## src/tlsa_pkg.sv

```systemverilog
// ----------------------------------------------------------------------------
// tlsa_pkg: shared types and constants for the SARA AM reorder block
// Code point widths, character codes, command and state types used by the
// front classifier, the command queue and the back sequencer.
// ----------------------------------------------------------------------------
package tlsa_pkg;

  localparam int CODE_W        = 21;
  localparam int DATA_W        = 24;
  localparam int RUN_DEPTH_DEF = 16;
  localparam int QUEUE_DEPTH   = 2;

  localparam logic [CODE_W-1:0] LAO_BIT    = 21'h00080;
  localparam logic [CODE_W-1:0] SARA_AM    = 21'h00E33;
  localparam logic [CODE_W-1:0] MAI_HAN    = 21'h00E31;
  localparam logic [CODE_W-1:0] VOWEL_LO   = 21'h00E34;
  localparam logic [CODE_W-1:0] VOWEL_HI   = 21'h00E37;
  localparam logic [CODE_W-1:0] TONE_LO    = 21'h00E47;
  localparam logic [CODE_W-1:0] TONE_HI    = 21'h00E4E;
  // nikhahit sits 0x1A above SARA AM, SARA AA one below
  localparam logic [CODE_W-1:0] NIKHAHIT_OFS = 21'h0001A;

  typedef enum logic [1:0] {
    KIND_OTHER,
    KIND_AM,
    KIND_TONE
  } kind_e;

  typedef struct packed {
    kind_e             kind;
    logic [CODE_W-1:0] code;
    logic              last;
  } cmd_t;

  typedef enum logic [2:0] {
    ST_IDLE,
    ST_LEAD,
    ST_READ,
    ST_MARK,
    ST_TAIL,
    ST_EVICT_RD,
    ST_EVICT,
    ST_PUSH
  } state_e;

endpackage

```

## src/tlsa_front.sv

```systemverilog
// ----------------------------------------------------------------------------
// tlsa_front: input classifier
// Sorts each incoming code point into SARA AM, held mark or other character
// and hands the command to the queue.
// ----------------------------------------------------------------------------
module tlsa_front (
  input  logic                        s_axis_tvalid_i,
  output logic                        s_axis_tready_o,
  input  logic [tlsa_pkg::DATA_W-1:0] s_axis_tdata_i,  // [20:0] code_point
  input  logic                        s_axis_tlast_i,  // end_of_text
  output logic                        push_valid_o,
  input  logic                        push_ready_i,
  output tlsa_pkg::cmd_t              push_cmd_o
);
  import tlsa_pkg::*;

  logic [CODE_W-1:0] cp;
  logic [CODE_W-1:0] base;
  logic              is_am;
  logic              is_tone;

  assign cp   = s_axis_tdata_i[CODE_W-1:0];
  // fold Lao onto the Thai block
  assign base = cp & ~LAO_BIT;

  assign is_am   = (base == SARA_AM);
  assign is_tone = (base == MAI_HAN) ||
                   ((base >= VOWEL_LO) && (base <= VOWEL_HI)) ||
                   ((base >= TONE_LO) && (base <= TONE_HI));

  always_comb begin
    push_cmd_o.code = cp;
    push_cmd_o.last = s_axis_tlast_i;
    if (is_am) begin
      push_cmd_o.kind = KIND_AM;
    end else if (is_tone) begin
      push_cmd_o.kind = KIND_TONE;
    end else begin
      push_cmd_o.kind = KIND_OTHER;
    end
  end

  assign push_valid_o    = s_axis_tvalid_i;
  assign s_axis_tready_o = push_ready_i;

endmodule

```

## src/tlsa_queue.sv

```systemverilog
// ----------------------------------------------------------------------------
// tlsa_queue: command queue
// Small FIFO between classifier and sequencer so either side can stall.
// ----------------------------------------------------------------------------
module tlsa_queue (
  input  logic           clk_i,
  input  logic           rst_ni,
  input  logic           push_valid_i,
  output logic           push_ready_o,
  input  tlsa_pkg::cmd_t push_cmd_i,
  output logic           pop_valid_o,
  input  logic           pop_ready_i,
  output tlsa_pkg::cmd_t pop_cmd_o
);
  import tlsa_pkg::*;

  localparam int QW = (QUEUE_DEPTH > 1) ? $clog2(QUEUE_DEPTH) : 1;
  localparam int NW = $clog2(QUEUE_DEPTH + 1);

  cmd_t          slot_q [QUEUE_DEPTH];
  logic [QW-1:0] wr_ptr_q, wr_ptr_d;
  logic [QW-1:0] rd_ptr_q, rd_ptr_d;
  logic [NW-1:0] fill_q, fill_d;
  logic          do_push;
  logic          do_pop;

  assign push_ready_o = (fill_q != NW'(QUEUE_DEPTH));
  assign pop_valid_o  = (fill_q != '0);
  assign pop_cmd_o    = slot_q[rd_ptr_q];

  assign do_push = push_valid_i && push_ready_o;
  assign do_pop  = pop_valid_o && pop_ready_i;

  always_comb begin
    wr_ptr_d = wr_ptr_q;
    rd_ptr_d = rd_ptr_q;
    fill_d   = fill_q;
    if (do_push) begin
      wr_ptr_d = (wr_ptr_q == QW'(QUEUE_DEPTH - 1)) ? '0 : wr_ptr_q + 1'b1;
    end
    if (do_pop) begin
      rd_ptr_d = (rd_ptr_q == QW'(QUEUE_DEPTH - 1)) ? '0 : rd_ptr_q + 1'b1;
    end
    if (do_push && !do_pop) begin
      fill_d = fill_q + 1'b1;
    end else if (do_pop && !do_push) begin
      fill_d = fill_q - 1'b1;
    end
  end

  always_ff @(posedge clk_i or negedge rst_ni) begin
    if (!rst_ni) begin
      wr_ptr_q <= '0;
      rd_ptr_q <= '0;
      fill_q   <= '0;
    end else begin
      wr_ptr_q <= wr_ptr_d;
      rd_ptr_q <= rd_ptr_d;
      fill_q   <= fill_d;
    end
  end

  always_ff @(posedge clk_i) begin
    if (do_push) begin
      slot_q[wr_ptr_q] <= push_cmd_i;
    end
  end

endmodule

```

## src/tlsa_back.sv

```systemverilog
// ----------------------------------------------------------------------------
// tlsa_back: run store and output sequencer
// Holds the pending mark run in a circular memory and emits the reordered
// beats for each command through a registered output stage.
// ----------------------------------------------------------------------------
module tlsa_back #(
  parameter int RUN_DEPTH = tlsa_pkg::RUN_DEPTH_DEF
) (
  input  logic                        clk_i,
  input  logic                        rst_ni,
  input  logic                        cmd_valid_i,
  output logic                        cmd_ready_o,
  input  tlsa_pkg::cmd_t              cmd_i,
  output logic                        m_axis_tvalid_o,
  input  logic                        m_axis_tready_i,
  output logic [tlsa_pkg::DATA_W-1:0] m_axis_tdata_o,  // [20:0] out_code
  output logic                        m_axis_tlast_o,  // last_of_run
  output logic                        m_axis_tuser_o   // text_done
);
  import tlsa_pkg::*;

  localparam int PW = (RUN_DEPTH > 1) ? $clog2(RUN_DEPTH) : 1;
  localparam int CW = $clog2(RUN_DEPTH + 1);

  state_e            state_q, state_d;
  cmd_t              cmd_q, cmd_d;
  logic              final_q, final_d;
  logic [PW-1:0]     head_q, head_d;
  logic [PW-1:0]     tail_q, tail_d;
  logic [CW-1:0]     count_q, count_d;
  logic [PW-1:0]     head_inc;
  logic [PW-1:0]     tail_inc;

  logic [CODE_W-1:0] run_mem [RUN_DEPTH];
  logic [CODE_W-1:0] rd_data_q;
  logic              wr_en;

  logic              out_valid_q, out_valid_d;
  logic [CODE_W-1:0] out_code_q, out_code_d;
  logic              out_last_q, out_last_d;
  logic              out_done_q, out_done_d;
  logic              out_free;
  logic              emit;
  logic [CODE_W-1:0] emit_code;
  logic              emit_last;
  logic              emit_done;

  assign out_free = !out_valid_q || m_axis_tready_i;
  assign head_inc = (head_q == PW'(RUN_DEPTH - 1)) ? '0 : head_q + 1'b1;
  assign tail_inc = (tail_q == PW'(RUN_DEPTH - 1)) ? '0 : tail_q + 1'b1;

  always_comb begin
    state_d     = state_q;
    cmd_d       = cmd_q;
    final_d     = final_q;
    head_d      = head_q;
    tail_d      = tail_q;
    count_d     = count_q;
    cmd_ready_o = 1'b0;
    wr_en       = 1'b0;
    emit        = 1'b0;
    emit_code   = cmd_q.code;
    emit_last   = 1'b0;
    emit_done   = 1'b0;

    case (state_q)
      ST_IDLE: begin
        cmd_ready_o = 1'b1;
        final_d     = 1'b0;
        if (cmd_valid_i) begin
          cmd_d = cmd_i;
          case (cmd_i.kind)
            KIND_AM: state_d = ST_LEAD;
            KIND_TONE: begin
              state_d = (count_q == CW'(RUN_DEPTH)) ? ST_EVICT_RD : ST_PUSH;
            end
            default: state_d = (count_q != '0) ? ST_READ : ST_TAIL;
          endcase
        end
      end
      ST_LEAD: begin
        emit      = 1'b1;
        emit_code = cmd_q.code + NIKHAHIT_OFS;
        if (out_free) begin
          state_d = (count_q != '0) ? ST_READ : ST_TAIL;
        end
      end
      ST_READ: begin
        // wait out the memory read of the head entry
        state_d = ST_MARK;
      end
      ST_MARK: begin
        emit      = 1'b1;
        emit_code = rd_data_q;
        emit_last = final_q && (count_q == CW'(1));
        emit_done = emit_last && cmd_q.last;
        if (out_free) begin
          head_d  = head_inc;
          count_d = count_q - 1'b1;
          if (count_q == CW'(1)) begin
            state_d = final_q ? ST_IDLE : ST_TAIL;
          end else begin
            state_d = ST_READ;
          end
        end
      end
      ST_TAIL: begin
        emit      = 1'b1;
        emit_code = (cmd_q.kind == KIND_AM) ? cmd_q.code - 1'b1 : cmd_q.code;
        emit_last = 1'b1;
        emit_done = cmd_q.last;
        if (out_free) begin
          state_d = ST_IDLE;
        end
      end
      ST_EVICT_RD: begin
        state_d = ST_EVICT;
      end
      ST_EVICT: begin
        // run is full: drop the oldest mark out early
        emit      = 1'b1;
        emit_code = rd_data_q;
        emit_last = !cmd_q.last;
        if (out_free) begin
          head_d  = head_inc;
          count_d = count_q - 1'b1;
          state_d = ST_PUSH;
        end
      end
      ST_PUSH: begin
        wr_en   = 1'b1;
        tail_d  = tail_inc;
        count_d = count_q + 1'b1;
        final_d = cmd_q.last;
        state_d = cmd_q.last ? ST_READ : ST_IDLE;
      end
      default: state_d = ST_IDLE;
    endcase

    out_valid_d = out_valid_q && !m_axis_tready_i;
    out_code_d  = out_code_q;
    out_last_d  = out_last_q;
    out_done_d  = out_done_q;
    if (emit && out_free) begin
      out_valid_d = 1'b1;
      out_code_d  = emit_code;
      out_last_d  = emit_last;
      out_done_d  = emit_done;
    end
  end

  always_ff @(posedge clk_i or negedge rst_ni) begin
    if (!rst_ni) begin
      state_q     <= ST_IDLE;
      final_q     <= 1'b0;
      head_q      <= '0;
      tail_q      <= '0;
      count_q     <= '0;
      out_valid_q <= 1'b0;
    end else begin
      state_q     <= state_d;
      final_q     <= final_d;
      head_q      <= head_d;
      tail_q      <= tail_d;
      count_q     <= count_d;
      out_valid_q <= out_valid_d;
    end
  end

  always_ff @(posedge clk_i) begin
    cmd_q      <= cmd_d;
    out_code_q <= out_code_d;
    out_last_q <= out_last_d;
    out_done_q <= out_done_d;
  end

  always_ff @(posedge clk_i) begin
    if (wr_en) begin
      run_mem[tail_q] <= cmd_q.code;
    end
    rd_data_q <= run_mem[head_q];
  end

  assign m_axis_tvalid_o = out_valid_q;
  assign m_axis_tdata_o  = {{(DATA_W - CODE_W){1'b0}}, out_code_q};
  assign m_axis_tlast_o  = out_last_q;
  assign m_axis_tuser_o  = out_done_q;

endmodule

```

## src/thai_lao_sara_am_reorder.sv

```systemverilog
// ----------------------------------------------------------------------------
// thai_lao_sara_am_reorder: Thai / Lao SARA AM decomposition
// Holds tone marks and moves the nikhahit of a SARA AM back over them.
// ----------------------------------------------------------------------------
// Usage:
//   Slave stream: one code point per beat in tdata[20:0], tlast marks the end
//   of the text. Master stream: one reordered code point per beat in
//   tdata[20:0], tlast on the final beat caused by an input beat, tuser on
//   the final beat of the whole text.
//   A tone mark produces no beat unless the run of RUN_DEPTH held marks is
//   full, in which case the oldest mark leaves at once. A SARA AM produces
//   the nikhahit, the held run, then SARA AA; any other character flushes
//   the run and passes through. End of text flushes the run.
// Flow:
//   A classified beat reaches the sequencer through a two-entry queue. The
//   sequencer takes each command in its idle state and emits direct beats
//   from its lead and tail states; each flushed or evicted mark first waits
//   in a read state for the registered read of the run memory, and each held
//   mark is written to the run memory in a push state.
// Reset clears the run count, the queue and the output stage; no clearing
// pass is needed. When the receiver stalls, the output beat holds, the
// sequencer waits and the queue fills until tready drops on the input side.
// ----------------------------------------------------------------------------
module thai_lao_sara_am_reorder #(
  parameter int RUN_DEPTH = tlsa_pkg::RUN_DEPTH_DEF
) (
  input  logic                        clk_i,
  input  logic                        rst_ni,
  input  logic                        s_axis_tvalid_i,
  output logic                        s_axis_tready_o,
  input  logic [tlsa_pkg::DATA_W-1:0] s_axis_tdata_i,  // [20:0] code_point
  input  logic                        s_axis_tlast_i,  // end_of_text
  output logic                        m_axis_tvalid_o,
  input  logic                        m_axis_tready_i,
  output logic [tlsa_pkg::DATA_W-1:0] m_axis_tdata_o,  // [20:0] out_code
  output logic                        m_axis_tlast_o,  // last_of_run
  output logic                        m_axis_tuser_o   // text_done
);
  import tlsa_pkg::*;

  logic push_valid;
  logic push_ready;
  cmd_t push_cmd;
  logic pop_valid;
  logic pop_ready;
  cmd_t pop_cmd;

  tlsa_front u_front (
    .s_axis_tvalid_i (s_axis_tvalid_i),
    .s_axis_tready_o (s_axis_tready_o),
    .s_axis_tdata_i  (s_axis_tdata_i),
    .s_axis_tlast_i  (s_axis_tlast_i),
    .push_valid_o    (push_valid),
    .push_ready_i    (push_ready),
    .push_cmd_o      (push_cmd)
  );

  tlsa_queue u_queue (
    .clk_i        (clk_i),
    .rst_ni       (rst_ni),
    .push_valid_i (push_valid),
    .push_ready_o (push_ready),
    .push_cmd_i   (push_cmd),
    .pop_valid_o  (pop_valid),
    .pop_ready_i  (pop_ready),
    .pop_cmd_o    (pop_cmd)
  );

  tlsa_back #(
    .RUN_DEPTH (RUN_DEPTH)
  ) u_back (
    .clk_i           (clk_i),
    .rst_ni          (rst_ni),
    .cmd_valid_i     (pop_valid),
    .cmd_ready_o     (pop_ready),
    .cmd_i           (pop_cmd),
    .m_axis_tvalid_o (m_axis_tvalid_o),
    .m_axis_tready_i (m_axis_tready_i),
    .m_axis_tdata_o  (m_axis_tdata_o),
    .m_axis_tlast_o  (m_axis_tlast_o),
    .m_axis_tuser_o  (m_axis_tuser_o)
  );

endmodule

```

## config.mk

```make
export PLATFORM = sky130hd
export DESIGN_NAME = thai_lao_sara_am_reorder
export DESIGN_NICKNAME = d
export VERILOG_FILES = /design/src/tlsa_pkg.sv /design/src/tlsa_front.sv /design/src/tlsa_queue.sv /design/src/tlsa_back.sv /design/src/thai_lao_sara_am_reorder.sv
export SDC_FILE = /design/constraint.sdc
export NUM_CORES = 1
export LEC_CHECK = 0
export ABC_AREA = 1
export BUFFER_PORTS_ARGS = -buffer_cell sky130_fd_sc_hd__buf_2
export CAP_MARGIN = 0
export CORE_UTILIZATION = 60
export CTS_CLUSTER_SIZE = 12
export DETAILED_ROUTE_END_ITERATION = 10
export GPL_ROUTABILITY_DRIVEN = 0
export HOLD_SLACK_MARGIN = 0.1
export PLACE_DENSITY = 0.78
export SYNTH_ARGS = -nofsm -noshare
export SYNTH_HDL_FRONTEND = slang
export SYNTH_SLANG_ARGS = --single-unit
```

## constraint.sdc

```tcl
create_clock -name clk_i -period 2.85 [get_ports clk_i]
set_input_delay 0.1425 -clock clk_i [delete_from_list [all_inputs] [get_ports clk_i]]
set_output_delay 0.1425 -clock clk_i [all_outputs]
set_load 0.02 [all_outputs]
```

=== Yosys cells after proc, flatten, opt, wreduce, memory -nomap -nowiden ===
Memories as Yosys holds them, arrays and structs flattened. A register that Yosys moved wholly into a read port is not among the register bits.
Cells that the tools add are included.

* Add/subtract/negate cells: 10
* Order comparisons: 4
* Eq/ne operators: 23
* Multiplexer cells: 35
* Reductions and logical operators: 30

{| class="wikitable"
|+ Operators with widths
! cell !! count
|-
| one-hot mux 21 bit (3 select lines) || 1
|-
| >= comparator 21 x 12 -> 1 bit (second input constant) || 2
|-
| less-or-equal comparator 21 x 12 -> 1 bit (second input constant) || 2
|-
| == test 20 x 11 -> 1 bit (second input constant) || 2
|-
| two-way mux 3 bit || 8
|-
| one-hot mux 3 bit (8 select lines) || 1
|-
| adder 21 x 5 -> 21 bit (second input constant) || 1
|-
| two-way mux 21 bit || 1
|-
| subtractor 21 x 1 -> 21 bit (second input constant) || 1
|-
| == test 3 bit (second input constant) || 4
|-
| two-way mux 2 bit || 6
|-
| logical AND 1 bit || 10
|-
| two-way mux 1 bit || 10
|-
| != test 2 x 1 -> 1 bit (second input constant) || 5
|-
| one-hot mux 5 bit (2 select lines) || 1
|-
| adder 4 x 1 -> 4 bit (second input constant) || 2
|-
| == test 4 bit (second input constant) || 2
|-
| two-way mux 4 bit || 2
|-
| nonzero test 2 bit || 4
|-
| == test 3 x 2 -> 1 bit (second input constant) || 2
|-
| one-hot mux 3 bit (2 select lines) || 1
|-
| AND reduction 2 bit || 3
|-
| adder 5 x 1 -> 5 bit (second input constant) || 1
|-
| == test 5 x 1 -> 1 bit (second input constant) || 1
|-
| 19 further kinds || 29
|}

* Register bits after elaboration: 69
* Memory bits (writable): 384
* Bits of input ports: 29
* Output and inout port bits: 28
* Word-level logic and storage cells: 119
* Memories: 2

{| class="wikitable"
|+ Memories
! name !! words !! width !! read ports !! clocked after memory_dff !! wr ports !! RTL line !! source
|-
| u_back.run_mem || 16 || 21 || 1 || 1 || 1 || tlsa_back.sv:34 || <nowiki>logic [CODE_W-1:0] run_mem [RUN_DEPTH];</nowiki>
|-
| u_queue.slot_q || 2 || 24 || 1 || 0 || 1 || tlsa_queue.sv:20 || <nowiki>cmd_t slot_q [QUEUE_DEPTH];</nowiki>
|}

=== Logic depth before layout (Yosys ltp) ===
* Depth in word-level cells: 6
* Depth in mapped cells: 11
* Mapped depth without buffers: 11

=== By module ===
A second synthesis with hierarchy kept.

* Cells, all modules: 1809
* Area total of the unflattened synthesis: 20472.1 µm²

{| class="wikitable"
|+ By module, submodules not included
! module !! times used !! cells an instance !! area each (µm²) !! seq. area each (µm²)
|-
| tlsa_back || 1 || 1559 || 17897.2 || 12371.9
|-
| tlsa_queue || 1 || 154 || 2039.5 || 1541.5
|-
| tlsa_front || 1 || 96 || 535.5 || 0.0
|}

=== Least setup slack after synthesis ===
OpenSTA, ideal clock, no wires.

* Path type: register to register
* From: register u_back.state_q[0]
* To: register u_back.out_last_q (netlist: u_back.m_axis_tlast_o), enable pin
* Library setup time: 0.403 ns
* Data arrival time: 2.052 ns
* Data required time: 2.447 ns
* Slack: 0.395 ns
* Stages on the path, launching flop included: 6
* Path buffers: 2
* Clock period less this slack: 2.455 ns
* Path through: dfrtp_1 > buf_4 > inv_2 > ha_1 > clkbuf_1 > nor2_1

* Word-level cells in the longest chain between the ends: 4
* Elaborated cells on any way between the ends: 7
* Those cells by class: 4 x eq/ne; 1 x mux; 2 x reduce/logical

{| class="wikitable"
|+ Ends and longest elaborated chain
! element !! RTL line !! source
|-
| from (decl) || tlsa_back.sv:25 || <nowiki>state_e state_q, state_d;</nowiki>
|-
| from (signal assigned) || tlsa_back.sv:161 || <nowiki>state_q <= state_d;</nowiki>
|-
| == test 3 x 1 -> 1 bit (tied with other cells) || tlsa_back.sv:66 || <nowiki>case (state_q)</nowiki>
|-
| OR reduction 4 bit (no line) (*) || - ||
|-
| two-way mux 1 bit (*) || tlsa_back.sv:66 ||
|-
| logical AND 1 bit (*) || tlsa_back.sv:144 || <nowiki>if (emit && out_free) begin</nowiki>
|-
| to (signal assigned) || tlsa_back.sv:173 || <nowiki>out_last_q <= out_last_d;</nowiki>
|-
| to (decl) || tlsa_back.sv:40 || <nowiki>logic out_last_q, out_last_d;</nowiki>
|}

Mark *: on every way between the ends. The rest lies on a longest branch, timed or not.
A chain may end at the register's enable or synchronous reset.

=== Worst setup path after layout ===
* From: register u_back.cmd_q[2] in the netlist's numbering
* To: register u_back.out_code_q[15], data pin

* Word-level cells in the longest chain between the ends: 3
* Elaborated cells on any way between the ends: 4
* Those cells by class: 2 x add/sub; 2 x mux

{| class="wikitable"
|+ Ends and longest elaborated chain
! element !! RTL line !! source
|-
| from (decl) || tlsa_back.sv:26 || <nowiki>cmd_t cmd_q, cmd_d;</nowiki>
|-
| from (signal assigned) || tlsa_back.sv:171 || <nowiki>cmd_q <= cmd_d;</nowiki>
|-
| subtractor 21 x 1 -> 21 bit || tlsa_back.sv:109 || <nowiki>emit_code = (cmd_q.kind == KIND_AM) ? cmd_q.code - 1'b1 : cmd_q.code;</nowiki>
|-
| two-way mux 21 bit || tlsa_back.sv:109 ||
|-
| one-hot mux 21 bit (3 select lines) (*) || tlsa_back.sv:66 ||
|-
| named net u_back.emit_code[15] || tlsa_back.sv:44 || <nowiki>logic [CODE_W-1:0] emit_code;</nowiki>
|-
| to (signal assigned) || tlsa_back.sv:172 || <nowiki>out_code_q <= out_code_d;</nowiki>
|-
| to (decl) || tlsa_back.sv:39 || <nowiki>logic [CODE_W-1:0] out_code_q, out_code_d;</nowiki>
|}

The timed path passes the listed nets; every way through them passes the cells marked *.

==> impl_metrics.env <==
export IMPL_critPathBufInv=1
export IMPL_avgSynthCellArea_um2=11.55
export IMPL_critPathSlowestCell="edfxtp_1"
export IMPL_seq_area_um2=13920
export IMPL_synth_flop_cell="edfxtp_1"
export IMPL_multi_input_area_um2=5187
export IMPL_place_hpwl_mm=28.20
export IMPL_path_delay_family="simple AND/OR/NAND/NOR gates"
export IMPL_post_drt_wl_per_cell_um=20.20
export IMPL_synth_area_top_cells="edfxtp_1 (65%), nand2_1 (7.2%), o21ai_0 (3.9%), nor2_1 (3.3%), dfrtp_1 (2.8%)"
export IMPL_crit_required_ns=3.15
export IMPL_ys_ff_latch=474
export IMPL_path_clk_slew_ns=0.06
export IMPL_nNetsFinal=1856
export IMPL_drive_gt1_share_pct=11.82
export IMPL_firstDrtPassIters=6
export IMPL_design_area_um2=22350
export IMPL_cts_resized=0
export IMPL_clkSinkCount=474
export IMPL_htree_levels=2
export IMPL_drc=0
export IMPL_seq_area_frac_synth_pct=70.10
export IMPL_critical_path_class="reg2reg"
export IMPL_synth_top_area_share_pct=65.21
export IMPL_maxSlewViolCount=0
export IMPL_fillers=2250
export IMPL_num_rows=66
export IMPL_antenna_left=0
export IMPL_finalSetupViolations=0
export IMPL_cts_tree="built"
export IMPL_tightestPinTransition_ns=0.9912
export IMPL_numPortBuffers=50
export IMPL_n_antenna_cell=0
export IMPL_syn_cell_area_um2=19850
export IMPL_min_period_over_period_pct=78.96
export IMPL_initial_core_util_pct=61.00
export IMPL_grt_pass1_wl_mm=70.08
export IMPL_end_kind="flop"
export IMPL_clkLatencyLatePin_ns=0.57
export IMPL_leakagePower_nw=8.094
export IMPL_status="finished clean"
export IMPL_critical_path_most_common_cell="nand2_1"
export IMPL_netlist_instances=1719
export IMPL_grtUsageTotal_pct=27.56
export IMPL_fmax_ghz=0.4444
export IMPL_overflow=0
export IMPL_cp_cell_sequence="inv_1 > ha_1 > nand2_1 > nand4_1 > nor2_4 > nand2_2 > nor2_1 > nand2_1 > nand3_1 > a21oi_1"
export IMPL_fin_crit_ns=2.250
export IMPL_synth_top_area_cell="edfxtp_1"
export IMPL_startpoint="u_back.cmd_q[2]"
export IMPL_cts_root_buf="clkbuf_16"
export IMPL_async_reset_ff_share_pct=4.641
export IMPL_synth_edf_count=431
export IMPL_grt_pass1_vias=12903
export IMPL_relSlewSlack_pct=33.92
export IMPL_cts_max_path_buffers=3
export IMPL_dr_first_iter_drc_count=1594
export IMPL_slowest_delay_ns=0.52
export IMPL_powerDensity_nw_per_um2=1047
export IMPL_totalPowerFinal_mw=23.40
export IMPL_start_kind="flop"
export IMPL_holdCritPathClass="in2async"
export IMPL_holdWs_ns=0.1536
export IMPL_grt_max_degree=170
export IMPL_finalClockSkew_ns=0.02457
export IMPL_rsz0062_at_grt="false"
export IMPL_dieArea_um2=33810
export IMPL_r2r_start="u_back.cmd_q[2]"
export IMPL_ios=57
export IMPL_yosys_cell_types_count=49
export IMPL_die_x_um=183.9
export IMPL_die_h_um=183.9
export IMPL_hold_viol=0
export IMPL_vias=13573
export IMPL_irDropWorstVdd_v=0.0007134
export IMPL_fin_util_pct=68.69
export IMPL_cap_violations=0
export IMPL_via_per_inst=5.935
export IMPL_setup_tns_ns=0
export IMPL_cts_buffers=48
export IMPL_critical_path_arrival_ns=2.55
export IMPL_antenna_found_initial=0
export IMPL_crit_fanout=10
export IMPL_area_growth_syn_to_layout_pct=12.60
export IMPL_routed_wl_mm=46.19
export IMPL_core_um2=32540
export IMPL_place_area_um2=20710
export IMPL_yosys_warnings=0
-- area by class of cell --
type,instances,area share (%)
Clock buffer,71,5.896
Clock inverter,12,0.3247
Inverter,95,1.607
Multi-Input combinational cell,1066,23.21
Sequential cell,474,62.28
Tap cell,442,2.475
Timing Repair Buffer,127,4.210
-- cells by family after synthesis --
family	count (synthesis)	synth area share (%)
simple gates	713	15.13
flops	474	70.10
compound gates	321	9.147
buf+inv	181	4.041
fa+ha+maj	15	0.9456
xor+xnor	14	0.6178
other cells	1	0.01889
-- state kept, by name, summed over array words and instances (netlist names), 3 cells and up --
name	flops
u_back.state_q	3
u_back.run_mem	336
u_queue.slot_q	48
u_back.out_code_q	21
u_back.count_q	5
u_back.tail_q	4
u_back.rd_data_q	21
u_back.cmd_q	24
u_back.head_q	4
-- power breakdown --
part	leakage (nW)	switching, mW	internal [mW]
Sequential	4.35	0.760	9.16
Combinational	3.07	5.58	2.23
Clock	0.674	2.48	3.18
Total	8.09	8.82	14.6
-- worst register-to-register path, stage by stage (launching register included) --
cell and delay (ns):
edfxtp_1 0.52, inv_1 0.15, ha_1 0.24, nand2_1 0.09, nand4_1 0.21, nor2_4 0.31
nand2_2 0.13, nor2_1 0.10, nand2_1 0.06, nand3_1 0.11, a21oi_1 0.07
-- routing by layer --
metal / share of wire [%] / wire length, um / global-route usage, % / vias to the layer above
met5: 0 / 0 / 0 / -
met2: 49 / 22420 / 45.98 / 662
met4: 3.8 / 1736 / 10.83 / 0
met3: 7.8 / 3605 / 4.021 / 119
li1: - / - / - / 6257
met1: 40 / 18430 / 36.67 / 6535
-- Yosys cell counts (2+ instances only) --
library cell and instances:
edfxtp_1 431, nand2_1 380, nor2_1 175, o21ai_0 155
nand3_1 109, inv_1 85, a21oi_1 79, buf_2 38
clkbuf_1 28, o22ai_1 28, dfrtp_1 22, dfxtp_1 21
a211oi_1 20, nand4_1 20, buf_4 15, ha_1 15
xor2_1 13, o221ai_1 10, inv_2 9, o21ai_1 9
o221a_2 7, nor2_4 6, nand3b_1 4, nor2_2 4
a31oi_1 3, nand2_2 3, nand3_2 3, a22oi_1 2
buf_1 2, buf_6 2, nor3_1 2, nor4_1 2
-- placed cells by master, fill, tap and decap left out, types with 4 or more instances in the layout --
cell           Yosys  routed
edfxtp_1         431     431
dfrtp_1           22      21
xor2_1            13      13
nor2_4             6       6
buf_12             0       4
nand2_1          380     380
o21ai_1            9       9
clkinv_1           1       5
nor2_2             4      23
dlygate4sd3_1      0      25
o221ai_1          10      10
nand3b_1           4       4
o22ai_1           28      28
buf_4             15      48
dfxtp_1           21      21
inv_2              9       8
nor2_1           175     156
o221a_2            7       7
clkbuf_1          28      20
inv_1             85      85
o21ai_0          155     155
ha_1              15      15
a21oi_1           79      79
a211oi_1          20      20
buf_2             38      50
clkinv_2           0       5
nand3_1          109     109
clkbuf_16          0      48
nand4_1           20      20
-- through the flow --
step / instances / worst slack [ns]
final: 2287 / 0.5997
after global routing: 2287 / 0.4493
after CTS: 2287 / 0.6406
after detailed placement: 2179 / 0.6920
after global placement: 2179 / 0.7256
after floorplan: 1721 / 0.3948
-- final timing paths --
| check | endpoint | slack [ns] | cells after the start |
|---|---|---|---|
| worst max-delay path | u_back.out_code_q[15] | 0.60 | 10 |
| min in group clk_i | u_queue.slot_q[0][0] | 0.31 | 2 |
| max in group asynchronous | u_back.head_q[0] | 2.21 | 2 |
| worst min register to register | u_back.cmd_q[3] | 0.52 | 2 |
| worst min-delay path | u_back.count_q[4] | 0.15 | 2 |
| worst max register to register | u_back.out_code_q[15] | 0.60 | 10 |
-- repair_timing --
| action | 4_1_cts | 5_1_grt |
|---|---|---|
| setup endpoints to repair | 0 | 0 |
| buffers inserted | 0 | 0 |
| hold endpoints to repair | 73 | 0 |
| hold buffers | 25 | 0 |
Power figures use the tool's default switching activity.
